### src/design/hrm_pkg.sv
`timescale 1ns / 1ps
`default_nettype none

package hrm_pkg;

    localparam int MAX_EXPOSURES = 16;
    localparam int LEVELS        = 256;
    localparam int NUM_CH        = 3;
    localparam int TAYLOR_TERMS  = 13;

    // log2(e) and ln(2) in Q30
    localparam logic [30:0] LOG2E_Q30 = 31'd1549082005;
    localparam logic [29:0] LN2_Q30   = 30'd744261118;

    // divider widths: rounded mean dividend and doubled weight total
    localparam int DIV_DW = 49;
    localparam int DIV_VW = 25;

    typedef struct packed {
        logic              cmd;
        logic [7:0]        table_index;
        logic [1:0]        table_channel;
        logic signed [15:0] table_value;
        logic [7:0]        red;
        logic [7:0]        green;
        logic [7:0]        blue;
        logic signed [15:0] log_exposure;
        logic              last_sample;
    } in_word_t;

    typedef struct packed {
        logic [31:0] radiance_red;
        logic [31:0] radiance_green;
        logic [31:0] radiance_blue;
        logic [2:0]  fallback_mask;
    } out_word_t;

    localparam logic CMD_LOAD   = 1'b0;
    localparam logic CMD_SAMPLE = 1'b1;

    // controller to datapath
    typedef struct packed {
        logic       take_item;
        logic       rd_gz;
        logic       mul_w;
        logic       acc;
        logic       store;
        logic       rd_mid;
        logic       rd_edge;
        logic       set_fb;
        logic       div_mean;
        logic       set_mean;
        logic       exp_mul;
        logic       exp_red;
        logic       tay_mul;
        logic       div_tay;
        logic       tay_acc;
        logic       pack;
        logic       emit;
        logic [1:0] ch;
    } cmd_t;

    // datapath to controller
    typedef struct packed {
        logic is_load;
        logic last;
        logic full;
        logic total_zero;
        logic div_done;
        logic tay_last;
        logic out_free;
    } stat_t;

    // floor of v over the series index n
    function automatic longint unsigned div_term(input longint unsigned v, input int n);
        begin
            case (n)
                1:       return v;
                2:       return v >> 1;
                3:       return v / 64'd3;
                4:       return v >> 2;
                5:       return v / 64'd5;
                6:       return v / 64'd6;
                7:       return v / 64'd7;
                8:       return v >> 3;
                9:       return v / 64'd9;
                10:      return v / 64'd10;
                11:      return v / 64'd11;
                12:      return v / 64'd12;
                13:      return v / 64'd13;
                default: return v;
            endcase
        end
    endfunction

    // exponential helpers, evaluated at elaboration only
    function automatic longint exp_split(input longint x);
        longint y;
        longint unsigned u;
        begin
            y = x * 64'sd1549082005;
            u = longint'(y + (64'sd128 <<< 40));
            return longint'(u >> 40) - 64'sd128;
        end
    endfunction

    function automatic longint unsigned exp_sig(input longint x);
        longint y;
        longint unsigned u;
        longint unsigned f30;
        longint unsigned r;
        longint unsigned term;
        longint unsigned sum;
        begin
            y    = x * 64'sd1549082005;
            u    = longint'(y + (64'sd128 <<< 40));
            f30  = (u & ((64'd1 << 40) - 64'd1)) >> 10;
            r    = (f30 * 64'd744261118) >> 30;
            term = 64'd1 << 30;
            sum  = 64'd1 << 30;
            for (int n = 1; n <= 13; n++)
            begin
                term = div_term((term * r) >> 30, n);
                sum  = sum + term;
            end
            return sum;
        end
    endfunction

    // hat times gaussian weight, Q0.16
    function automatic logic [15:0] weight_of(input int z);
        longint hat;
        longint d;
        longint x;
        longint e;
        longint unsigned s;
        longint unsigned g;
        longint unsigned num;
        longint unsigned w;
        begin
            hat = ((z < 128) ? longint'(z) : longint'(255 - z)) - 64'sd10;
            if (hat <= 0)
                return 16'd0;
            d   = longint'(z) - 64'sd127;
            x   = -((d * d * 64'sd1024 + 64'sd312) / 64'sd625);
            e   = exp_split(x);
            s   = exp_sig(x);
            g   = (e >= 0) ? s : (s >> (-e));
            num = (g * longint'(hat)) << 16;
            // rounding by 117 * 2^29 over 117 * 2^30
            w   = (num + 64'd62813896704) / 64'd125627793408;
            return (w > 64'd65535) ? 16'hFFFF : w[15:0];
        end
    endfunction

    typedef logic [15:0] wtab_t [LEVELS];

    function automatic wtab_t build_wtab();
        wtab_t t;
        begin
            for (int i = 0; i < LEVELS; i++)
            begin
                t[i] = weight_of(i);
            end
            return t;
        end
    endfunction

    localparam wtab_t WEIGHT_TAB = build_wtab();

endpackage

`default_nettype wire

### src/design/hrm_ctrl.sv
`timescale 1ns / 1ps
`default_nettype none

module hrm_ctrl (
    input  wire logic           clk,
    input  wire logic           rst_n,
    input  wire logic           in_valid,
    output logic                in_ready,
    input  wire hrm_pkg::stat_t stat,
    output hrm_pkg::cmd_t       cmd
);

    localparam logic [4:0] S_IDLE  = 5'd0;
    localparam logic [4:0] S_DISP  = 5'd1;
    localparam logic [4:0] S_RD    = 5'd2;
    localparam logic [4:0] S_MUL   = 5'd3;
    localparam logic [4:0] S_ACC   = 5'd4;
    localparam logic [4:0] S_FCHK  = 5'd5;
    localparam logic [4:0] S_MID   = 5'd6;
    localparam logic [4:0] S_FB    = 5'd7;
    localparam logic [4:0] S_DIV   = 5'd8;
    localparam logic [4:0] S_EXP0  = 5'd9;
    localparam logic [4:0] S_EXP1  = 5'd10;
    localparam logic [4:0] S_TMUL  = 5'd11;
    localparam logic [4:0] S_TDIV  = 5'd12;
    localparam logic [4:0] S_TWAIT = 5'd13;
    localparam logic [4:0] S_PACK  = 5'd14;
    localparam logic [4:0] S_EMIT  = 5'd15;

    localparam logic [1:0] CH_LAST = 2'(hrm_pkg::NUM_CH - 1);

    logic [4:0] state_reg, state_next;
    logic [1:0] ch_reg, ch_next;

    // sequencer
    always_comb
    begin
        state_next = state_reg;
        ch_next    = ch_reg;
        cmd        = '0;
        cmd.ch     = ch_reg;
        in_ready   = (state_reg == S_IDLE);
        case (state_reg)
            S_IDLE:
            begin
                if (in_valid)
                begin
                    cmd.take_item = 1'b1;
                    state_next    = S_DISP;
                end
            end
            S_DISP:
            begin
                ch_next = 2'd0;
                if (stat.is_load)
                    state_next = S_IDLE;
                else if (!stat.full)
                    state_next = S_RD;
                else if (stat.last)
                    state_next = S_FCHK;
                else
                    state_next = S_IDLE;
            end
            S_RD:
            begin
                cmd.rd_gz  = 1'b1;
                state_next = S_MUL;
            end
            S_MUL:
            begin
                cmd.mul_w  = 1'b1;
                state_next = S_ACC;
            end
            S_ACC:
            begin
                cmd.acc = 1'b1;
                if (ch_reg == CH_LAST)
                begin
                    cmd.store  = 1'b1;
                    ch_next    = 2'd0;
                    state_next = stat.last ? S_FCHK : S_IDLE;
                end
                else
                begin
                    ch_next    = ch_reg + 2'd1;
                    state_next = S_RD;
                end
            end
            S_FCHK:
            begin
                if (stat.total_zero)
                begin
                    cmd.rd_mid = 1'b1;
                    state_next = S_MID;
                end
                else
                begin
                    cmd.div_mean = 1'b1;
                    state_next   = S_DIV;
                end
            end
            S_MID:
            begin
                cmd.rd_edge = 1'b1;
                state_next  = S_FB;
            end
            S_FB:
            begin
                cmd.set_fb = 1'b1;
                state_next = S_EXP0;
            end
            S_DIV:
            begin
                if (stat.div_done)
                begin
                    cmd.set_mean = 1'b1;
                    state_next   = S_EXP0;
                end
            end
            S_EXP0:
            begin
                cmd.exp_mul = 1'b1;
                state_next  = S_EXP1;
            end
            S_EXP1:
            begin
                cmd.exp_red = 1'b1;
                state_next  = S_TMUL;
            end
            S_TMUL:
            begin
                cmd.tay_mul = 1'b1;
                state_next  = S_TDIV;
            end
            S_TDIV:
            begin
                cmd.div_tay = 1'b1;
                state_next  = S_TWAIT;
            end
            S_TWAIT:
            begin
                if (stat.div_done)
                begin
                    cmd.tay_acc = 1'b1;
                    state_next  = stat.tay_last ? S_PACK : S_TMUL;
                end
            end
            S_PACK:
            begin
                cmd.pack = 1'b1;
                if (ch_reg == CH_LAST)
                begin
                    state_next = S_EMIT;
                end
                else
                begin
                    ch_next    = ch_reg + 2'd1;
                    state_next = S_FCHK;
                end
            end
            S_EMIT:
            begin
                if (stat.out_free)
                begin
                    cmd.emit   = 1'b1;
                    state_next = S_IDLE;
                end
            end
            default:
            begin
                state_next = S_IDLE;
            end
        endcase
    end

    always_ff @(posedge clk or negedge rst_n)
    begin
        if (!rst_n)
        begin
            state_reg <= S_IDLE;
            ch_reg    <= 2'd0;
        end
        else
        begin
            state_reg <= state_next;
            ch_reg    <= ch_next;
        end
    end

endmodule

`default_nettype wire

### config.mk
export PLATFORM = sky130hd
export DESIGN_NAME = hrm_ctrl
export DESIGN_NICKNAME = d
export VERILOG_FILES = /design/src/design/hrm_pkg.sv /design/src/design/hrm_ctrl.sv
export SDC_FILE = /design/constraint.sdc
export NUM_CORES = 1
export LEC_CHECK = 0
export BUFFER_PORTS_ARGS = -buffer_cell sky130_fd_sc_hd__buf_2
export CAP_MARGIN = 25
export CORE_MARGIN = 2
export CORE_UTILIZATION = 45
export CTS_CLUSTER_DIAMETER = 100
export CTS_CLUSTER_SIZE = 24
export DETAILED_ROUTE_END_ITERATION = 10
export HOLD_SLACK_MARGIN = 0.08
export PLACE_DENSITY = 0.82
export RECOVER_POWER = 25
export SLEW_MARGIN = 20
export SYNTH_ARGS = -nofsm -noshare
export SYNTH_HDL_FRONTEND = slang
export SYNTH_SLANG_ARGS = --single-unit
### constraint.sdc
create_clock -name clk -period 1.7 [get_ports clk]
set_input_delay 0.17 -clock clk [delete_from_list [all_inputs] [get_ports clk]]
set_output_delay 0.17 -clock clk [all_outputs]
set_load 0.01 [all_outputs]
==> flow_summary.ini, run 1 <==
[synth]
syn_inst = 89
synth_area_sq_um = 723.2
synth-warning-count = 0
ys.flop_type = dfrtp_1
synth_top_area_frac = 0.2076
synth_common_cells = nor3_1 (9), nor2_1 (8), dfrtp_1 (6), nand2b_1 (6), inv_1 (5)
netlist-cell-type-count = 40
synth_area_per_cell_sq_um = 8.126
netlist_top_cells_area = dfrtp_1 (21%), nor3_1 (6.2%), ha_1 (5.2%)
syn_nets = 102
synth_edf_count = 0
seq_area_frac_synth = 0.2076
ys_seq_elements = 6
yosysMostFrequentCell = nor3_1
synthArstFlopShare = 1.000
synth_largest_area_cell = dfrtp_1

[floorplan]
boundaryPins = 30
design.core.area_sq_mm = 0.001506
die_area_sq_mm = 0.001944
rows = 14
die_h_um = 44.09
initial_utilization = 0.4801
die_w_um = 44.09

[detailed_routing]
via_per_inst = 6.029
firstDrtPassIters = 4
dr_total_vias = 844
routed_wl_mm = 2.061
drc_errors = 0
routedWlPerCell_um = 14.72
final_antenna_net_count = 0
drt_iter0_markers = 25

[timing]
fin_skew_ns = 0.0001919
maxSlewHeadroom = 0.7621
setup_violations = 0
fin_tns_setup_ns = 0
final_max_slew_viol_count = 0
finalHoldViolCount = 0
tightest_slew_ns = 0.3569
max_freq_mhz = 609.8
period_minus_slack_ns = 1.640
rsz0062_at_grt = no
min_period_over_period = 0.9646

[finish]
drive_gt1_frac = 0.4194
design_area_sq_um = 957.2
syn_to_final_growth_pct = 32.35
post-route-util = 0.6354
nets = 139
largest_reg_flops = 4
diodes = 0

[worst_setup_path]
cp_slowest_cell = dfrtp_2
critPathTopFamily = flip-flops
crit_chain = buf_4 -> nor4_2 -> and2_1 -> buf_2
crit_fanout = 10
end_kind = primary output
path_buf_inv = 2
critPathArrivalTime_ns = 1.47
worstSetupPathType = register to primary output
required_ns = 1.53
slowest_delay_ns = 0.48
crit_path_start_kind = register

[placed_design]
port_buffers = 29
hpwlAfterDp_mm = 1.542
placed_cell_area_sq_um = 919.6
gp_congestion = 0.8768

[clocking]
cts_tree = done
cts_setup_buffers = 0
root_buffer = clkbuf_4
insertion_delay_ns = 0.25
path_clk_slew_ns = 0.05
cts_sinks = 6
cts_max_level = 1
numCtsBuffers = 3
clock_path_buffers = 2

[power]
power.density_mw_per_mm2 = 1576
combPwrFrac = 0.679
vdd_drop_max_v = 0.0008638
netSwitchingPower_uw = 723.2
switching_share = 0.4794
power.leakage_uw = 0.0004474
clkPwrFrac = 0.091
pwr-share-seq = 0.230
finalPower_uw = 1509
p_int_uw = 785.4

[global_routing]
grt_max_degree = 18
overflow = 0
grt_pass1_vias = 734
grt_use_total = 0.2361
grt_first_pass_wirelength_mm = 3.318
grt_antenna_before_repair = 0

[job]
maxCapViolCount = 0

[worst_hold_path]
hold_path_class = input port to register

[outcome]
status = finished clean
[cells by family (layout without fill, tap and decap cells)]
| logic type | Yosys count | after routing | synth area share |
|---|---|---|---|
| muxes | 3 | 3 | 0.04152 |
| xor gates and xnor gates | 1 | 1 | 0.02250 |
| buffers and inverters | 12 | 47 | 0.09342 |
| adders and majority gates | 3 | 3 | 0.05191 |
| and+or+nand+nor | 44 | 44 | 0.3720 |
| AOI/OAI and AO/OA | 20 | 20 | 0.2111 |
| DFF | 6 | 6 | 0.2076 |
[layer usage]
metal  up-vias  wire [um]  global-route usage
met5         -          0                   0
met1       386        864              0.2964
met4         0         38             0.09697
li1        396          -                   -
met2        55        991              0.3941
met3         7        166             0.04898
[tightest hold or removal path, stage by stage]
cell	delay, ns
buf_2	0.11
nor3b_1	0.05
o21ai_1	0.12
o21ai_1	0.06
[final cells by class]
cell class,instances,area [sq um]
Tap cell,16,20.02
Inverter,5,18.77
Timing Repair Buffer,39,232.7
Fill cell,146,549.3
Sequential cell,6,155.1
Clock buffer,3,22.52
Multi-Input combinational cell,71,508.0
[through the flow]
stage                     hold WS (ns)  cells  setup WS (ns)
after floorplan                -0.1256     89         0.2491
after global placement       -0.001655    136         0.2377
after detailed placement    -0.0003343    136         0.1744
after CTS                       0.2709    140        0.01953
after global routing            0.3259    140       0.005922
final                           0.3035    140        0.06011
[cells in the final DEF, fill, tap and decap left out, drive strengths merged, types with 4 or more instances in the layout]
| master | count |
|---|---|
| nor3 | 9 |
| dfrtp | 6 |
| inv | 5 |
| o21ai | 5 |
| nor2 | 9 |
| clkbuf | 5 |
| nand2 | 4 |
| buf | 36 |
| nand2b | 7 |
[repair_timing]
action,4_1_cts,5_1_grt
resized for setup,1,4
pin swaps,0,1
endpoints found under the hold margin,6,0
gates cloned,0,0
hold buffers,1,0
endpoints found under the setup margin,1,4
[power by group through the flow]
stage	logic (uW)	registers, uW	clock network [uW]
2_1_floorplan	759	261	0
3_3_place_gp	978	327	0
3_5_place_dp	1000	335	0
4_1_cts	1010	336	137
5_1_grt	1120	360	150
6_report	1020	347	137
[final timing paths]
kind / slack (ns) / start / end / depth (start not counted)
min in group asynchronous: 0.32 / rst_n / ch_reg[1] / 2
max reg2reg: 0.16 / ch_reg[0] / state_reg[2] / 5
max in group asynchronous: 1.13 / rst_n / state_reg[3] / 2
max: 0.06 / state_reg[1] / cmd[18] / 4
min: 0.30 / stat[0] / state_reg[3] / 4
min reg2reg: 0.61 / ch_reg[1] / ch_reg[1] / 2
No activity file was read; power rests on OpenSTA's default activity.
==> run 2, diff against run 1 <==
--- a/config.mk
+++ b/config.mk
@@ -5,15 +5,15 @@
 export SDC_FILE = /design/constraint.sdc
 export NUM_CORES = 1
 export LEC_CHECK = 0
+export ABC_AREA = 1
 export BUFFER_PORTS_ARGS = -buffer_cell sky130_fd_sc_hd__buf_2
 export CAP_MARGIN = 25
 export CORE_MARGIN = 2
-export CORE_UTILIZATION = 45
-export CTS_CLUSTER_DIAMETER = 100
+export CORE_UTILIZATION = 41
 export CTS_CLUSTER_SIZE = 24
 export DETAILED_ROUTE_END_ITERATION = 10
 export HOLD_SLACK_MARGIN = 0.08
-export PLACE_DENSITY = 0.82
+export PLACE_DENSITY = 0.8
 export RECOVER_POWER = 25
 export SLEW_MARGIN = 20
 export SYNTH_ARGS = -nofsm -noshare
==> constraint.sdc (replaced) <==
create_clock -name clk -period 1.4 [get_ports clk]
set_input_delay 0.14 -clock clk [delete_from_list [all_inputs] [get_ports clk]]
set_output_delay 0.14 -clock clk [all_outputs]
set_load 0.01 [all_outputs]
==> run 2 against run 1 <==
The run now ends with setup timing left. Flip-flop and latch count is the same. Setup slack worse by 0.15 ns. Clock skew grew 0.0029 ns. Die area is 0.41% higher. Via count is 4.5% higher. First-iteration DRC count fell by 56%.
==> flow_summary.ini, run 2 <==
[worst_setup_path]
end_kind = primary output
reg2regPathDepth = 8
path_depth = 5
worstSetupPathType = register to primary output
crit_chain = inv_2 -> nor2_2 -> nand2_1 -> nor2_1 -> buf_2
cp_slowest_cell = dfrtp_2
path_buf_inv = 2
crit_path_start_kind = register
critPathTopFamily = flip-flops
required_ns = 1.26
critPathArrivalTime_ns = 1.35
slowest_delay_ns = 0.47
crit_fanout = 7

[power]
finalPower_uw = 1814
power.leakage_uw = 0.0006598
vdd_drop_max_v = 0.001029
power.density_mw_per_mm2 = 1840

[worst_hold_path]
hold_path_class = input port to register
min_path_cells = 4

[synth]
netlist_top_cells_area = nand2_1 (26%), dfrtp_1 (23%), inv_1 (12%)
synth_largest_area_cell = nand2_1
synth_top_area_frac = 0.2609
synth_area_per_cell_sq_um = 5.338
synth_edf_count = 0
synth_common_cells = nand2_1 (46), inv_1 (21), nor2_1 (21)
seq_area_frac_synth = 0.2268
synth-warning-count = 0
ys.flop_type = dfrtp_1
netlist-cell-type-count = 16
synthArstFlopShare = 1.000
synth_area_sq_um = 661.9
ys_seq_elements = 6
syn_nets = 137
syn_inst = 124
yosysMostFrequentCell = nand2_1

[timing]
period_minus_slack_ns = 1.486
final_max_slew_viol_count = 0
maxSlewHeadroom = 0.7871
rsz0062_at_grt = yes
max_freq_mhz = 672.8
min_period_over_period = 1.062
post-route-worst-setup-slack_ns = -0.08643
finalHoldViolCount = 0
fin_skew_ns = 0.003043
setup_violations = 5
tightest_slew_ns = 0.3193

[finish]
syn_to_final_growth_pct = 48.96
fin_cells = 179
largest_reg_flops = 4
fillers = 146
most-common-layout-cells = nand2_1 (42), buf_2 (26), inv_1 (17)
diodes = 0
mostFrequentLayoutCell = nand2_1
drive_gt1_frac = 0.4110
nets = 178

[floorplan]
die_h_um = 44.18
die_area_sq_mm = 0.001952
initial_utilization = 0.4394
design.core.area_sq_mm = 0.001506
boundaryPins = 30
die_w_um = 44.18
rows = 14

[detailed_routing]
firstDrtPassIters = 4
dr_total_vias = 882
final_antenna_net_count = 0
routed_wl_mm = 1.854
via_per_inst = 4.927
drc_errors = 0
drt_iter0_markers = 11
routedWlPerCell_um = 10.36

[global_routing]
grt_antenna_before_repair = 0
grt_pass1_vias = 692
overflow = 0
grt_first_pass_wirelength_mm = 2.580
grt_max_degree = 8
grt_use_total = 0.1736

[clocking]
clock_path_buffers = 2
insertion_delay_ns = 0.24
path_clk_slew_ns = 0.04
cts_tree = done
numCtsBuffers = 3
root_buffer = clkbuf_4
cts_max_level = 1
cts_sinks = 6

[outcome]
violations = setup timing
status = complete, but fails checks

[job]
maxCapViolCount = 0

[placed_design]
dp.cells = 170
port_buffers = 29
hpwlAfterDp_mm = 1.376
gp_congestion = 0.8684
run 2: cell types whose count changed in the layout (fill, tap and decap cells not counted), moves of 3 or more:
cell      change
nand2_1      +38
inv_1        +12
inv_2         +9
nor2_1        +7
nor3_1        -6
nand2_2       +5
nand2b_1      -5
nand3_1       +5
nor2_4        +5
o21ai_1       -4
buf_4         -3
buf_6         +3
mux2i_1       -3
run 2: per-stage QoR:
| stage | hold WS (ns) | utilization | setup TNS (ns) | area (sq um) | setup WS, ns |
|---|---|---|---|---|---|
| after floorplan | -0.1556 | - | 0 | 661.9 | 0.1795 |
| after global placement | -0.03470 | 0.5540 | -0.06085 | 834.6 | -0.01707 |
| after detailed placement | -0.03256 | 0.5540 | -0.08553 | 834.6 | -0.02212 |
| after CTS | 0.2193 | 0.5914 | -0.07761 | 890.9 | -0.04180 |
| after global routing | 0.2210 | 0.6545 | -1.230 | 985.9 | -0.1698 |
| final | 0.2072 | 0.6545 | -0.1374 | 985.9 | -0.08643 |
run 2: power by group:
group	switching (uW)	total, uW	internal [uW]
Combinational	761	1250	493
Sequential	139	410	271
Clock	53.4	150	96.3
Total	953	1810	861
run 2: kinds of logic after synthesis:
family,count (synthesis),synth area share
compound gates,4,0.03023
buf+inv,26,0.1475
fa+ha+maj,3,0.05672
simple gates,85,0.5388
flops,6,0.2268
run 2: final cells by class:
type,instances,area (sq um),share of cell area
multi-input cells,92,475.5,0.4822
repair buffers,36,215.2,0.2183
flip-flops and latches,6,155.1,0.1574
inverters,26,97.59,0.09898
clock buffers,3,22.52,0.02284
well taps,16,20.02,0.02030
run 2: per-layer routing:
metal	up-vias	part of all wire	track usage
met5	-	0	0
met4	0	0	0.06667
met3	0	0.040	0.02041
met2	25	0.52	0.3206
met1	406	0.44	0.2020
li1	451	-	-
run 2: worst reg2reg max path: stages, from the launching register on:
cell and delay (ns):
dfrtp_2 0.45, inv_2 0.08, nor2_4 0.19, buf_4 0.15
nand2_1 0.04, o21ai_0 0.10, nand3_1 0.15, nand2_1 0.08
nand2_1 0.04
run 2: timing repair:
action | in CTS | in global routing
hold buffers | 1 | 0
resized for setup | 7 | 22
pin swaps | 0 | 6
hold endpoints to repair | 6 | 0
endpoints found under the setup margin | 18 | 19
buffers inserted | 1 | 4
run 2: worst paths after layout:
check / slack, ns / startpoint / end
setup / recovery: -0.09 / state_reg[3] / cmd[9]
hold / removal: 0.21 / stat[0] / state_reg[1]
setup reg to reg: 0.01 / state_reg[2] / state_reg[0]
hold reg to reg: 0.60 / ch_reg[1] / ch_reg[1]
max in group asynchronous: 0.83 / rst_n / state_reg[1]
min in group asynchronous: 0.31 / rst_n / state_reg[0]
